<file path="config.mk">
export PLATFORM = sky130hd
export DESIGN_NAME = telnet_com_port_control_parser_core_flat
export DESIGN_NICKNAME = d
export VERILOG_FILES = /design/src/rtl/core/tcpp_pkg.sv /design/src/rtl/core/tcpp_if.sv /design/src/rtl/core/tcpp_front.sv /design/src/rtl/core/tcpp_queue.sv /design/src/rtl/core/tcpp_back.sv /design/src/rtl/core/telnet_com_port_control_parser_core.sv /design/src/flat_wrapper.sv
export SDC_FILE = /design/constraint.sdc
export NUM_CORES = 1
export LEC_CHECK = 0
export ABC_CLOCK_PERIOD_IN_PS = 5100
export BUFFER_PORTS_ARGS = -buffer_cell sky130_fd_sc_hd__buf_2
export CAP_MARGIN = 25
export CORE_AREA = 3 3 155 157
export DETAILED_ROUTE_END_ITERATION = 12
export DIE_AREA = 0 0 158 160
export PLACE_DENSITY_LB_ADDON = 0.15
export SYNTH_ARGS = -nofsm -noshare
export SYNTH_HDL_FRONTEND = slang
export SYNTH_SLANG_ARGS = --single-unit
</file>
<file path="constraint.sdc">
create_clock -name clk -period 5.1 [get_ports clk]
set_clock_uncertainty 0.15 [all_clocks]
set_input_delay 0.255 -clock clk [delete_from_list [all_inputs] [get_ports clk]]
set_output_delay 0.255 -clock clk [all_outputs]
set_load 0.005 [all_outputs]
</file>
<file path="src/rtl/core/tcpp_pkg.sv">
package tcpp_pkg;

    localparam logic [7:0] B_IAC  = 8'd255;
    localparam logic [7:0] B_DONT = 8'd254;
    localparam logic [7:0] B_DO   = 8'd253;
    localparam logic [7:0] B_WONT = 8'd252;
    localparam logic [7:0] B_WILL = 8'd251;
    localparam logic [7:0] B_SB   = 8'd250;
    localparam logic [7:0] B_SE   = 8'd240;

    localparam logic [1:0] K_CONT = 2'd0;
    localparam logic [1:0] K_DATA = 2'd1;
    localparam logic [1:0] K_CMD  = 2'd2;
    localparam logic [1:0] K_ERR  = 2'd3;

    localparam logic [2:0] OP_NONE   = 3'd0;
    localparam logic [2:0] OP_WILL   = 3'd1;
    localparam logic [2:0] OP_WONT   = 3'd2;
    localparam logic [2:0] OP_DO     = 3'd3;
    localparam logic [2:0] OP_DONT   = 3'd4;
    localparam logic [2:0] OP_FINISH = 3'd5;

    typedef struct packed {
        logic [1:0]      kind;
        logic [7:0]      data;
        logic [2:0]      opc;
        logic [7:0]      opt;
        logic [5:0]      clr;
        logic            n_ge2;
        logic            n_ge3;
        logic            n_ge6;
        logic [5:0][7:0] head;
    } op_t;

endpackage

</file>
<file path="src/rtl/core/tcpp_if.sv">
interface tcpp_in_if;
    logic       valid;
    logic       ready;
    logic [7:0] rx_byte;
    logic [5:0] flags_clear;

    modport source (output valid, output rx_byte, output flags_clear, input ready);
    modport sink (input valid, input rx_byte, input flags_clear, output ready);
endinterface

interface tcpp_out_if;
    logic        valid;
    logic        ready;
    logic [1:0]  result_kind;
    logic [7:0]  data_byte;
    logic [31:0] baud_rate;
    logic [3:0]  data_bits;
    logic [2:0]  parity_mode;
    logic [1:0]  stop_mode;
    logic [1:0]  flow_mode;
    logic [2:0]  control_lines;
    logic [6:0]  status_flags;
    logic [15:0] option_reply;
    logic [15:0] state_masks;
    logic [23:0] last_subneg;

    modport source (output valid, output result_kind, output data_byte, output baud_rate,
        output data_bits, output parity_mode, output stop_mode, output flow_mode,
        output control_lines, output status_flags, output option_reply,
        output state_masks, output last_subneg, input ready);
    modport sink (input valid, input result_kind, input data_byte, input baud_rate,
        input data_bits, input parity_mode, input stop_mode, input flow_mode,
        input control_lines, input status_flags, input option_reply,
        input state_masks, input last_subneg, output ready);
endinterface

</file>
<file path="src/rtl/core/tcpp_front.sv">
module tcpp_front #(
    parameter int SUBNEG_BUFFER_BYTES = 64
) (
    input  logic           clk,
    input  logic           rst_n,
    tcpp_in_if.sink        stream,
    input  logic           full,
    output logic           push,
    output tcpp_pkg::op_t  op
);

    localparam int CW = $clog2(SUBNEG_BUFFER_BYTES + 1);
    localparam logic [CW-1:0] CNT_MAX = CW'(SUBNEG_BUFFER_BYTES);

    localparam logic [3:0] PH_DATA   = 4'd0;
    localparam logic [3:0] PH_IAC    = 4'd1;
    localparam logic [3:0] PH_WILL   = 4'd2;
    localparam logic [3:0] PH_WONT   = 4'd3;
    localparam logic [3:0] PH_DO     = 4'd4;
    localparam logic [3:0] PH_DONT   = 4'd5;
    localparam logic [3:0] PH_SB     = 4'd6;
    localparam logic [3:0] PH_SBDATA = 4'd7;
    localparam logic [3:0] PH_SBIAC  = 4'd8;

    logic [3:0]      phase_reg;
    logic [3:0]      phase_next;
    logic [CW-1:0]   count_reg;
    logic [5:0][7:0] head_reg;
    logic            store;
    logic [7:0]      store_val;
    logic            count_clr;
    logic [7:0]      b;

    assign b = stream.rx_byte;
    assign stream.ready = !full;
    assign push = stream.valid && !full;

    always_comb
    begin
        phase_next = phase_reg;
        op.kind = tcpp_pkg::K_CONT;
        op.data = 8'd0;
        op.opc = tcpp_pkg::OP_NONE;
        op.opt = b;
        op.clr = stream.flags_clear;
        op.n_ge2 = count_reg >= CW'(2);
        op.n_ge3 = count_reg >= CW'(3);
        op.n_ge6 = count_reg >= CW'(6);
        op.head = head_reg;
        store = 1'b0;
        store_val = b;
        count_clr = 1'b0;
        case (phase_reg)
            PH_DATA:
            begin
                if (b == tcpp_pkg::B_IAC)
                begin
                    phase_next = PH_IAC;
                end
                else
                begin
                    op.kind = tcpp_pkg::K_DATA;
                    op.data = b;
                end
            end
            PH_IAC:
            begin
                phase_next = PH_DATA;
                if (b == tcpp_pkg::B_IAC)
                begin
                    op.kind = tcpp_pkg::K_DATA;
                    op.data = tcpp_pkg::B_IAC;
                end
                else if (b == tcpp_pkg::B_WILL)
                    phase_next = PH_WILL;
                else if (b == tcpp_pkg::B_WONT)
                    phase_next = PH_WONT;
                else if (b == tcpp_pkg::B_DO)
                    phase_next = PH_DO;
                else if (b == tcpp_pkg::B_DONT)
                    phase_next = PH_DONT;
                else if (b == tcpp_pkg::B_SB)
                begin
                    phase_next = PH_SB;
                    count_clr = 1'b1;
                end
            end
            PH_WILL:
            begin
                op.opc = tcpp_pkg::OP_WILL;
                op.kind = tcpp_pkg::K_CMD;
                phase_next = PH_DATA;
            end
            PH_WONT:
            begin
                op.opc = tcpp_pkg::OP_WONT;
                op.kind = tcpp_pkg::K_CMD;
                phase_next = PH_DATA;
            end
            PH_DO:
            begin
                op.opc = tcpp_pkg::OP_DO;
                op.kind = tcpp_pkg::K_CMD;
                phase_next = PH_DATA;
            end
            PH_DONT:
            begin
                op.opc = tcpp_pkg::OP_DONT;
                op.kind = tcpp_pkg::K_CMD;
                phase_next = PH_DATA;
            end
            PH_SB:
            begin
                store = 1'b1;
                phase_next = PH_SBDATA;
            end
            PH_SBDATA:
            begin
                if (b == tcpp_pkg::B_IAC)
                    phase_next = PH_SBIAC;
                else
                    store = 1'b1;
            end
            PH_SBIAC:
            begin
                if (b == tcpp_pkg::B_SE)
                begin
                    op.opc = tcpp_pkg::OP_FINISH;
                    op.kind = tcpp_pkg::K_CMD;
                    phase_next = PH_DATA;
                end
                else if (b == tcpp_pkg::B_IAC)
                begin
                    store = 1'b1;
                    store_val = tcpp_pkg::B_IAC;
                    phase_next = PH_SBDATA;
                end
                else
                begin
                    op.kind = tcpp_pkg::K_ERR;
                    phase_next = PH_DATA;
                end
            end
            default:
            begin
                op.kind = tcpp_pkg::K_ERR;
                phase_next = PH_DATA;
            end
        endcase
    end

    always_ff @(posedge clk or negedge rst_n)
    begin
        if (!rst_n)
        begin
            phase_reg <= PH_DATA;
            count_reg <= '0;
        end
        else if (push)
        begin
            phase_reg <= phase_next;
            if (count_clr)
                count_reg <= '0;
            else if (store && count_reg < CNT_MAX)
                count_reg <= count_reg + CW'(1);
        end
    end

    always_ff @(posedge clk)
    begin
        if (push && store && count_reg < CW'(6))
            head_reg[count_reg[2:0]] <= store_val;
    end

endmodule

</file>
<file path="src/rtl/core/tcpp_queue.sv">
module tcpp_queue (
    input  logic           clk,
    input  logic           rst_n,
    input  logic           push,
    input  tcpp_pkg::op_t  push_op,
    output logic           full,
    input  logic           pop,
    output logic           empty,
    output tcpp_pkg::op_t  head_op
);

    tcpp_pkg::op_t mem [2];
    logic       wr_ptr_reg;
    logic       rd_ptr_reg;
    logic [1:0] count_reg;

    assign full = count_reg == 2'd2;
    assign empty = count_reg == 2'd0;
    assign head_op = mem[rd_ptr_reg];

    always_ff @(posedge clk)
    begin
        if (push)
            mem[wr_ptr_reg] <= push_op;
    end

    always_ff @(posedge clk or negedge rst_n)
    begin
        if (!rst_n)
        begin
            wr_ptr_reg <= 1'b0;
            rd_ptr_reg <= 1'b0;
            count_reg <= 2'd0;
        end
        else
        begin
            if (push)
                wr_ptr_reg <= !wr_ptr_reg;
            if (pop)
                rd_ptr_reg <= !rd_ptr_reg;
            if (push && !pop)
                count_reg <= count_reg + 2'd1;
            else if (pop && !push)
                count_reg <= count_reg - 2'd1;
        end
    end

endmodule

</file>
<file path="src/rtl/core/tcpp_back.sv">
module tcpp_back (
    input  logic           clk,
    input  logic           rst_n,
    input  logic           empty,
    input  tcpp_pkg::op_t  q,
    output logic           pop,
    tcpp_out_if.source     result
);

    localparam logic [7:0] OPT_BIN = 8'd0;
    localparam logic [7:0] OPT_SGA = 8'd3;
    localparam logic [7:0] OPT_COM = 8'd44;

    localparam logic [7:0] CMD_SIGNATURE = 8'd0;
    localparam logic [7:0] CMD_BAUD      = 8'd1;
    localparam logic [7:0] CMD_DATASIZE  = 8'd2;
    localparam logic [7:0] CMD_PARITY    = 8'd3;
    localparam logic [7:0] CMD_STOPSIZE  = 8'd4;
    localparam logic [7:0] CMD_CONTROL   = 8'd5;
    localparam logic [7:0] CMD_LINEMASK  = 8'd10;
    localparam logic [7:0] CMD_MODEMMASK = 8'd11;
    localparam logic [7:0] CMD_PURGE     = 8'd12;

    localparam logic [7:0] CTL_BREAK_ON  = 8'd5;
    localparam logic [7:0] CTL_BREAK_OFF = 8'd6;
    localparam logic [7:0] CTL_DTR_ON    = 8'd8;
    localparam logic [7:0] CTL_DTR_OFF   = 8'd9;
    localparam logic [7:0] CTL_RTS_ON    = 8'd11;
    localparam logic [7:0] CTL_RTS_OFF   = 8'd12;

    localparam logic [5:0] F_SET   = 6'h01;
    localparam logic [5:0] F_LINE  = 6'h02;
    localparam logic [5:0] F_MODEM = 6'h04;
    localparam logic [5:0] F_BREAK = 6'h08;
    localparam logic [5:0] F_SIG   = 6'h10;
    localparam logic [5:0] F_REPLY = 6'h20;

    logic        out_valid_reg;
    logic [1:0]  kind_reg;
    logic [7:0]  data_reg;
    logic [31:0] baud_reg, baud_next;
    logic [1:0]  dsz_reg, dsz_next;
    logic [2:0]  parity_reg, parity_next;
    logic [1:0]  stop_reg, stop_next;
    logic [1:0]  flow_reg, flow_next;
    logic [2:0]  lines_reg, lines_next;
    logic [15:0] mask_reg, mask_next;
    logic [5:0]  ev_reg, ev_next;
    logic [2:0]  peer_reg, peer_next;
    logic [15:0] reply_reg, reply_next;
    logic [23:0] last_reg, last_next;
    logic [7:0]  cmd;
    logic [7:0]  v;
    logic [7:0]  v_minus5;
    logic [31:0] baud_in;
    logic        opt_ok;

    assign pop = !empty && (!out_valid_reg || result.ready);

    assign cmd = q.head[1];
    assign v = q.head[2];
    assign v_minus5 = v - 8'd5;
    assign baud_in = {q.head[2], q.head[3], q.head[4], q.head[5]};
    assign opt_ok = q.opt == OPT_BIN || q.opt == OPT_SGA;

    always_comb
    begin
        baud_next = baud_reg;
        dsz_next = dsz_reg;
        parity_next = parity_reg;
        stop_next = stop_reg;
        flow_next = flow_reg;
        lines_next = lines_reg;
        mask_next = mask_reg;
        ev_next = ev_reg & ~q.clr;
        peer_next = peer_reg;
        reply_next = reply_reg;
        last_next = last_reg;
        case (q.opc)
            tcpp_pkg::OP_WILL:
            begin
                if (q.opt == OPT_COM)
                    peer_next = {peer_reg[1], peer_reg[1], 1'b1};
                else
                begin
                    reply_next = {opt_ok ? tcpp_pkg::B_DO : tcpp_pkg::B_DONT, q.opt};
                    ev_next = ev_next | F_REPLY;
                end
            end
            tcpp_pkg::OP_WONT:
            begin
                if (q.opt == OPT_COM)
                    peer_next[0] = 1'b0;
            end
            tcpp_pkg::OP_DO:
            begin
                if (q.opt == OPT_COM)
                    peer_next = {peer_reg[0], 1'b1, peer_reg[0]};
                else
                begin
                    reply_next = {opt_ok ? tcpp_pkg::B_WILL : tcpp_pkg::B_WONT, q.opt};
                    ev_next = ev_next | F_REPLY;
                end
            end
            tcpp_pkg::OP_DONT:
            begin
                if (q.opt == OPT_COM)
                    peer_next[1] = 1'b0;
            end
            tcpp_pkg::OP_FINISH:
            begin
                if (q.n_ge2 && q.head[0] == OPT_COM)
                begin
                    last_next[23:16] = cmd;
                    case (cmd)
                        CMD_SIGNATURE:
                            ev_next = ev_next | F_SIG;
                        CMD_BAUD:
                        begin
                            if (q.n_ge6 && baud_in != 32'd0)
                            begin
                                baud_next = baud_in;
                                ev_next = ev_next | F_SET | F_LINE;
                            end
                        end
                        CMD_DATASIZE:
                        begin
                            if (q.n_ge3 && v >= 8'd5 && v <= 8'd8)
                            begin
                                dsz_next = v_minus5[1:0];
                                ev_next = ev_next | F_SET | F_LINE;
                            end
                        end
                        CMD_PARITY:
                        begin
                            if (q.n_ge3 && v >= 8'd1 && v <= 8'd5)
                            begin
                                parity_next = v[2:0];
                                ev_next = ev_next | F_SET | F_LINE;
                            end
                        end
                        CMD_STOPSIZE:
                        begin
                            if (q.n_ge3 && v >= 8'd1 && v <= 8'd3)
                            begin
                                stop_next = v[1:0];
                                ev_next = ev_next | F_SET | F_LINE;
                            end
                        end
                        CMD_CONTROL:
                        begin
                            if (q.n_ge3)
                            begin
                                last_next[15:8] = v;
                                if (v >= 8'd1 && v <= 8'd3)
                                begin
                                    flow_next = v[1:0];
                                    ev_next = ev_next | F_SET;
                                end
                                else if (v == CTL_BREAK_ON || v == CTL_BREAK_OFF)
                                begin
                                    lines_next[2] = v == CTL_BREAK_ON;
                                    ev_next = ev_next | F_SET | F_BREAK;
                                end
                                else if (v == CTL_DTR_ON || v == CTL_DTR_OFF)
                                begin
                                    lines_next[0] = v == CTL_DTR_ON;
                                    ev_next = ev_next | F_SET | F_MODEM;
                                end
                                else if (v == CTL_RTS_ON || v == CTL_RTS_OFF)
                                begin
                                    lines_next[1] = v == CTL_RTS_ON;
                                    ev_next = ev_next | F_SET | F_MODEM;
                                end
                            end
                        end
                        CMD_LINEMASK:
                        begin
                            if (q.n_ge3)
                                mask_next[15:8] = v;
                        end
                        CMD_MODEMMASK:
                        begin
                            if (q.n_ge3)
                                mask_next[7:0] = v;
                        end
                        CMD_PURGE:
                        begin
                            if (q.n_ge3)
                                last_next[7:0] = v;
                        end
                        default:
                        begin
                        end
                    endcase
                end
            end
            default:
            begin
            end
        endcase
    end

    always_ff @(posedge clk or negedge rst_n)
    begin
        if (!rst_n)
        begin
            out_valid_reg <= 1'b0;
            baud_reg <= 32'd115200;
            dsz_reg <= 2'd3;
            parity_reg <= 3'd1;
            stop_reg <= 2'd1;
            flow_reg <= 2'd1;
            lines_reg <= 3'd0;
            mask_reg <= 16'hFFFF;
            ev_reg <= 6'd0;
            peer_reg <= 3'd0;
            reply_reg <= 16'd0;
            last_reg <= 24'hFF0000;
        end
        else if (pop)
        begin
            out_valid_reg <= 1'b1;
            baud_reg <= baud_next;
            dsz_reg <= dsz_next;
            parity_reg <= parity_next;
            stop_reg <= stop_next;
            flow_reg <= flow_next;
            lines_reg <= lines_next;
            mask_reg <= mask_next;
            ev_reg <= ev_next;
            peer_reg <= peer_next;
            reply_reg <= reply_next;
            last_reg <= last_next;
        end
        else if (result.ready)
        begin
            out_valid_reg <= 1'b0;
        end
    end

    always_ff @(posedge clk)
    begin
        if (pop)
        begin
            kind_reg <= q.kind;
            data_reg <= q.data;
        end
    end

    assign result.valid = out_valid_reg;
    assign result.result_kind = kind_reg;
    assign result.data_byte = data_reg;
    assign result.baud_rate = baud_reg;
    assign result.data_bits = {2'b00, dsz_reg} + 4'd5;
    assign result.parity_mode = parity_reg;
    assign result.stop_mode = stop_reg;
    assign result.flow_mode = flow_reg;
    assign result.control_lines = lines_reg;
    assign result.status_flags = {peer_reg[2], ev_reg};
    assign result.option_reply = reply_reg;
    assign result.state_masks = mask_reg;
    assign result.last_subneg = last_reg;

endmodule

</file>
<file path="src/rtl/core/telnet_com_port_control_parser_core.sv">
// telnet com port control parser: receive side of an rfc 2217 link
// stream: one received telnet byte per item, with a mask of event flags
//   to clear before that byte is handled
// result: one item per input item, in order; kind (continue, data byte,
//   command done, protocol error), the unescaped byte, and a snapshot of
//   all serial settings, masks, pending option reply and event flags
// the front end tracks the telnet phase and the first six subnegotiation
//   bytes and classifies each byte; a two-entry queue feeds the back end,
//   which applies negotiations and com port commands to the settings
// an accepted item is written into the queue, then popped into the result registers
// throughput: one item per cycle while result.ready is high, set by the combinational phase decode
// reset: data phase, 115200 baud 8n1, no flow control, lines low,
//   masks 0xffff, flags and reply clear
// when the receiver stalls the result holds, the queue fills, and
//   stream.ready drops once two items are waiting
module telnet_com_port_control_parser_core #(
    parameter int SUBNEG_BUFFER_BYTES = 64
) (
    input  logic        clk,
    input  logic        rst_n,
    tcpp_in_if.sink     stream,
    tcpp_out_if.source  result
);

    tcpp_pkg::op_t push_op;
    tcpp_pkg::op_t head_op;
    logic          push;
    logic          pop;
    logic          full;
    logic          empty;

    tcpp_front #(
        .SUBNEG_BUFFER_BYTES(SUBNEG_BUFFER_BYTES)
    ) u_front (
        .clk    (clk),
        .rst_n  (rst_n),
        .stream (stream),
        .full   (full),
        .push   (push),
        .op     (push_op)
    );

    tcpp_queue u_queue (
        .clk     (clk),
        .rst_n   (rst_n),
        .push    (push),
        .push_op (push_op),
        .full    (full),
        .pop     (pop),
        .empty   (empty),
        .head_op (head_op)
    );

    tcpp_back u_back (
        .clk    (clk),
        .rst_n  (rst_n),
        .empty  (empty),
        .q      (head_op),
        .pop    (pop),
        .result (result)
    );

endmodule
</file>
<file path="src/flat_wrapper.sv">
// flat-port wrapper written by rule: the top's interface ports become plain ports
module telnet_com_port_control_parser_core_flat 
#(
    parameter int SUBNEG_BUFFER_BYTES = 64
)
  (clk, rst_n, stream_valid, stream_rx_byte, stream_flags_clear, stream_ready, result_valid, result_result_kind, result_data_byte, result_baud_rate, result_data_bits, result_parity_mode, result_stop_mode, result_flow_mode, result_control_lines, result_status_flags, result_option_reply, result_state_masks, result_last_subneg, result_ready);
  tcpp_in_if stream_i ();
  tcpp_out_if result_i ();
  input  logic clk;
  input  logic rst_n;
  input wire logic [$bits(stream_i.valid)-1:0] stream_valid;
  input wire logic [$bits(stream_i.rx_byte)-1:0] stream_rx_byte;
  input wire logic [$bits(stream_i.flags_clear)-1:0] stream_flags_clear;
  output wire logic [$bits(stream_i.ready)-1:0] stream_ready;
  output wire logic [$bits(result_i.valid)-1:0] result_valid;
  output wire logic [$bits(result_i.result_kind)-1:0] result_result_kind;
  output wire logic [$bits(result_i.data_byte)-1:0] result_data_byte;
  output wire logic [$bits(result_i.baud_rate)-1:0] result_baud_rate;
  output wire logic [$bits(result_i.data_bits)-1:0] result_data_bits;
  output wire logic [$bits(result_i.parity_mode)-1:0] result_parity_mode;
  output wire logic [$bits(result_i.stop_mode)-1:0] result_stop_mode;
  output wire logic [$bits(result_i.flow_mode)-1:0] result_flow_mode;
  output wire logic [$bits(result_i.control_lines)-1:0] result_control_lines;
  output wire logic [$bits(result_i.status_flags)-1:0] result_status_flags;
  output wire logic [$bits(result_i.option_reply)-1:0] result_option_reply;
  output wire logic [$bits(result_i.state_masks)-1:0] result_state_masks;
  output wire logic [$bits(result_i.last_subneg)-1:0] result_last_subneg;
  input wire logic [$bits(result_i.ready)-1:0] result_ready;
  assign stream_i.valid = stream_valid;
  assign stream_i.rx_byte = stream_rx_byte;
  assign stream_i.flags_clear = stream_flags_clear;
  assign stream_ready = stream_i.ready;
  assign result_valid = result_i.valid;
  assign result_result_kind = result_i.result_kind;
  assign result_data_byte = result_i.data_byte;
  assign result_baud_rate = result_i.baud_rate;
  assign result_data_bits = result_i.data_bits;
  assign result_parity_mode = result_i.parity_mode;
  assign result_stop_mode = result_i.stop_mode;
  assign result_flow_mode = result_i.flow_mode;
  assign result_control_lines = result_i.control_lines;
  assign result_status_flags = result_i.status_flags;
  assign result_option_reply = result_i.option_reply;
  assign result_state_masks = result_i.state_masks;
  assign result_last_subneg = result_i.last_subneg;
  assign result_i.ready = result_ready;
  telnet_com_port_control_parser_core #(.SUBNEG_BUFFER_BYTES(SUBNEG_BUFFER_BYTES)) u_core (.clk(clk), .rst_n(rst_n), .stream(stream_i), .result(result_i));
endmodule
</file>
==> impl_metrics.tcl <==
set metrics [dict create \
    min_path_type "in -> async" \
    wl_per_cell_um 18.8 \
    synthesis.nets 947 \
    synth-edff-count 214 \
    dr.pass1.iters 5 \
    io_pins 139 \
    critPathKind "reg -> reg" \
    crit_fanout 66 \
    design_area_um2 15300 \
    vias_per_cell 5.62 \
    p_switching_w 0.00209 \
    drv_cap 0 \
    grt_pass1_wl_um 41100 \
    dpl-instance-area_um2 14100 \
    area_delta_synth_final_pct 16.0 \
    tns_ns 0 \
    synth-simple-area-share 0.0990 \
    power_density_nw_per_um2 487 \
    postLayoutCoreUtil 0.676 \
    synth-compound-area-share 0.0714 \
    end_kind "register" \
    swShare 0.281 \
    worstPathRequired_ns 5.33 \
    drt_iter0_markers 556 \
    drc 0 \
    numClockSinks 335 \
    portBuffers 138 \
    cp-start-kind "register" \
    cts_tree "done" \
    grt_max_degree 79 \
    slowest_delay_ns 1.04 \
    clockBufferDepth 3 \
    met3_usage 0.0371 \
    yosysUniqueCellTypes 68 \
    clock-root-buffer "clkbuf_16" \
    ir_drop_mv 0.381 \
    cp_slowest_cell "dfrtp_4" \
    p_leak_nw 6.15 \
    synth_top_family_by_area "simple AND/OR/NAND/NOR gates" \
    grtUsageMet2 0.330 \
    syn_area_um2 13200 \
    finalHoldViolations 0 \
    n_fill_cell 1638 \
    wirelength_um 25800 \
    clk_pin_slew_ns 0.06 \
    tightest_slew_ns 0.939 \
    regArea_um2 9500 \
    vias 7734 \
    synthCells 920 \
    post_synth_xor_area_fraction 0.00797 \
    p_clk_frac 0.315 \
    dieHeight_um 160 \
    grt.busiest_layer "met2" \
    antenna_cells 0 \
    async_reset_ff_frac 0.361 \
    die_w_um 158 \
    cts_made_buffers 34 \
    postCtsSetupRepairBufs 0 \
    critPathArrivalTime_ns 3.76 \
    outcome "finished, final reports clean" \
    ys.flop_type "edfxtp_1" \
    regMostFlops "u_core.u_queue.mem" \
    muxShareOfSynthArea 0.0678 \
    use_met1 0.296 \
    rsz0062_at_grt "false" \
    final_common_cell "edfxtp_1" \
    nets 1093 \
    fin_crit_ns 3.53 \
    grt_use_total 0.206 \
    multiInputGateArea_um2 3380 \
    max_freq_mhz 283 \
    layout-drive-gt1-share 0.251 \
    dp.cells 1301 \
    finalCritPeriodShare 0.693 \
    initial_core_util 0.583 \
    syn_area_per_cell_um2 14.3 \
    coreArea_um2 22600 \
    synth_seq_cells 335 \
    setup_viol 0 \
    synth-adder-area-share 0.00853 \
    grt-ovfl-total 0 \
    final_cells 1377 \
    die_area_um2 25300 \
    antenna_found_initial 1 \
    rows 55 \
    cts_max_level 2 \
    clkLatencyLatePin_ns 0.51 \
    largest_reg_flops 156 \
    layout_common_cells "214 x edfxtp_1, 138 x buf_2, 87 x dfrtp_1, 79 x nand2_1, 65 x nor2_1" \
    crit_chain "or4b_2, o22ai_1, nand4b_1, o211ai_4, buf_4, mux2_2" \
    power_frac_comb 0.187 \
    power_frac_seq 0.498 \
    ys_warn_count 0 \
    ant_nets 0 \
    dp_hpwl_um 16400 \
    slew_viol_final 0 \
    p_int_w 0.00535 \
    slew_headroom 0.374 \
    yosysSeqAreaShare 0.720 \
    grt_pass1_vias 7696 \
    gp_congestion 0.828 \
    post_cts_resized 0 \
]
-- metal layers --
| metal | up-vias | part of all wire |
|---|---|---|
| li1 | 3708 | - |
| met1 | 3799 | 0.45 |
| met2 | 182 | 0.48 |
| met3 | 45 | 0.050 |
| met4 | 0 | 0.022 |
| met5 | - | 0 |
-- logic make-up after synthesis --
group	Yosys count
DFF	335
xor gates and xnor gates	12
muxes	86
buffers and inverters	67
and+or+nand+nor	257
AOI/OAI and AO/OA	154
adders and majority gates	9
-- final cells by class --
class / instances / area share
Sequential cell: 335 / 0.621
Multi-Input combinational cell: 518 / 0.221
Clock buffer: 50 / 0.0643
Timing Repair Buffer: 164 / 0.0620
Tap cell: 285 / 0.0233
Clock inverter: 12 / 0.00531
Inverter: 13 / 0.00319
-- repair_timing --
item                                    4_1_cts  5_1_grt
hold buffers                                  9        0
endpoints found under the hold margin        68        0
endpoints found under the setup margin        0        0
-- worst max-delay path: cells and delay by family, from the launching register on --
kind	cells	cell delay, ns
AO/OA/AOI/OAI	2	0.50
buffers and inverters	1	0.44
flip-flops	1	1.04
multiplexers	1	0.39
AND/OR/NAND/NOR	2	0.86
-- synth_stat cells, types with 4 or more instances --
master | instances | share of area
and4_1 | 4 | 0.0027
nand3_1 | 10 | 0.0038
nand3b_1 | 4 | 0.0023
nor3b_1 | 5 | 0.0028
o211ai_1 | 4 | 0.0023
buf_2 | 18 | 0.0068
buf_4 | 9 | 0.0051
o21ai_0 | 57 | 0.022
or4_1 | 7 | 0.0040
dfrtp_1 | 88 | 0.17
inv_1 | 13 | 0.0037
a21oi_1 | 39 | 0.015
o22ai_1 | 4 | 0.0019
xor2_1 | 5 | 0.0033
buf_6 | 4 | 0.0034
edfxtp_1 | 214 | 0.49
and2_1 | 11 | 0.0052
nand4_1 | 11 | 0.0052
dfstp_2 | 33 | 0.066
nand2_1 | 79 | 0.022
a31oi_1 | 9 | 0.0043
nand2b_1 | 13 | 0.0062
xnor2_1 | 7 | 0.0046
and3_1 | 4 | 0.0019
nor4_1 | 10 | 0.0047
o21ai_1 | 8 | 0.0030
a211oi_1 | 4 | 0.0023
nor2_1 | 67 | 0.019
ha_1 | 9 | 0.0085
mux2_2 | 27 | 0.023
clkbuf_1 | 23 | 0.0065
mux2i_1 | 59 | 0.045
nor3_1 | 10 | 0.0038
-- final timing paths --
kind,from,end,slack (ns),depth (start not counted)
max in group asynchronous,rst_n,u_core.u_back.result.baud_rate[8]$_DFFE_PN0P_,3.92,3
min in group clk,stream_rx_byte[5],u_core.u_front.op[13]$_DFFE_PP_,0.02,1
max,u_core.u_queue.rd_ptr_reg$_DFFE_PN0P_,u_core.u_back.result.baud_rate[31]$_DFFE_PN0P_,1.57,6
max reg2reg,u_core.u_queue.rd_ptr_reg$_DFFE_PN0P_,u_core.u_back.result.baud_rate[31]$_DFFE_PN0P_,1.57,6
min reg2reg,u_core.u_front.op[35]$_DFFE_PP_,u_core.u_queue.mem[0][35]$_DFFE_PP_,0.29,0
min,rst_n,u_core.u_back.result.baud_rate[21]$_DFFE_PN0P_,0.02,2
-- stage by stage --
| step | setup WS, ns | total power, W | hold slack (ns) |
|---|---|---|---|
| after floorplan | 0.451 | 0.00467 | -0.191 |
| after global placement | 1.64 | 0.00510 | 0.272 |
| after detailed placement | 1.59 | 0.00513 | 0.280 |
| after CTS | 1.56 | 0.00749 | 0.00349 |
| after global routing | 1.37 | 0.00781 | 0.00943 |
| final | 1.57 | 0.00745 | 0.0179 |
-- power groups by stage --
stage | Combinational [W] | Sequential [W] | Clock, W
after floorplan | 0.00105 | 0.00363 | 0
after global placement | 0.00135 | 0.00374 | 0
after detailed placement | 0.00137 | 0.00376 | 0
after CTS | 0.00139 | 0.00371 | 0.00239
after global routing | 0.00155 | 0.00375 | 0.00251
final | 0.00139 | 0.00371 | 0.00235
Note: power is estimated with default switching activity, not from simulation.
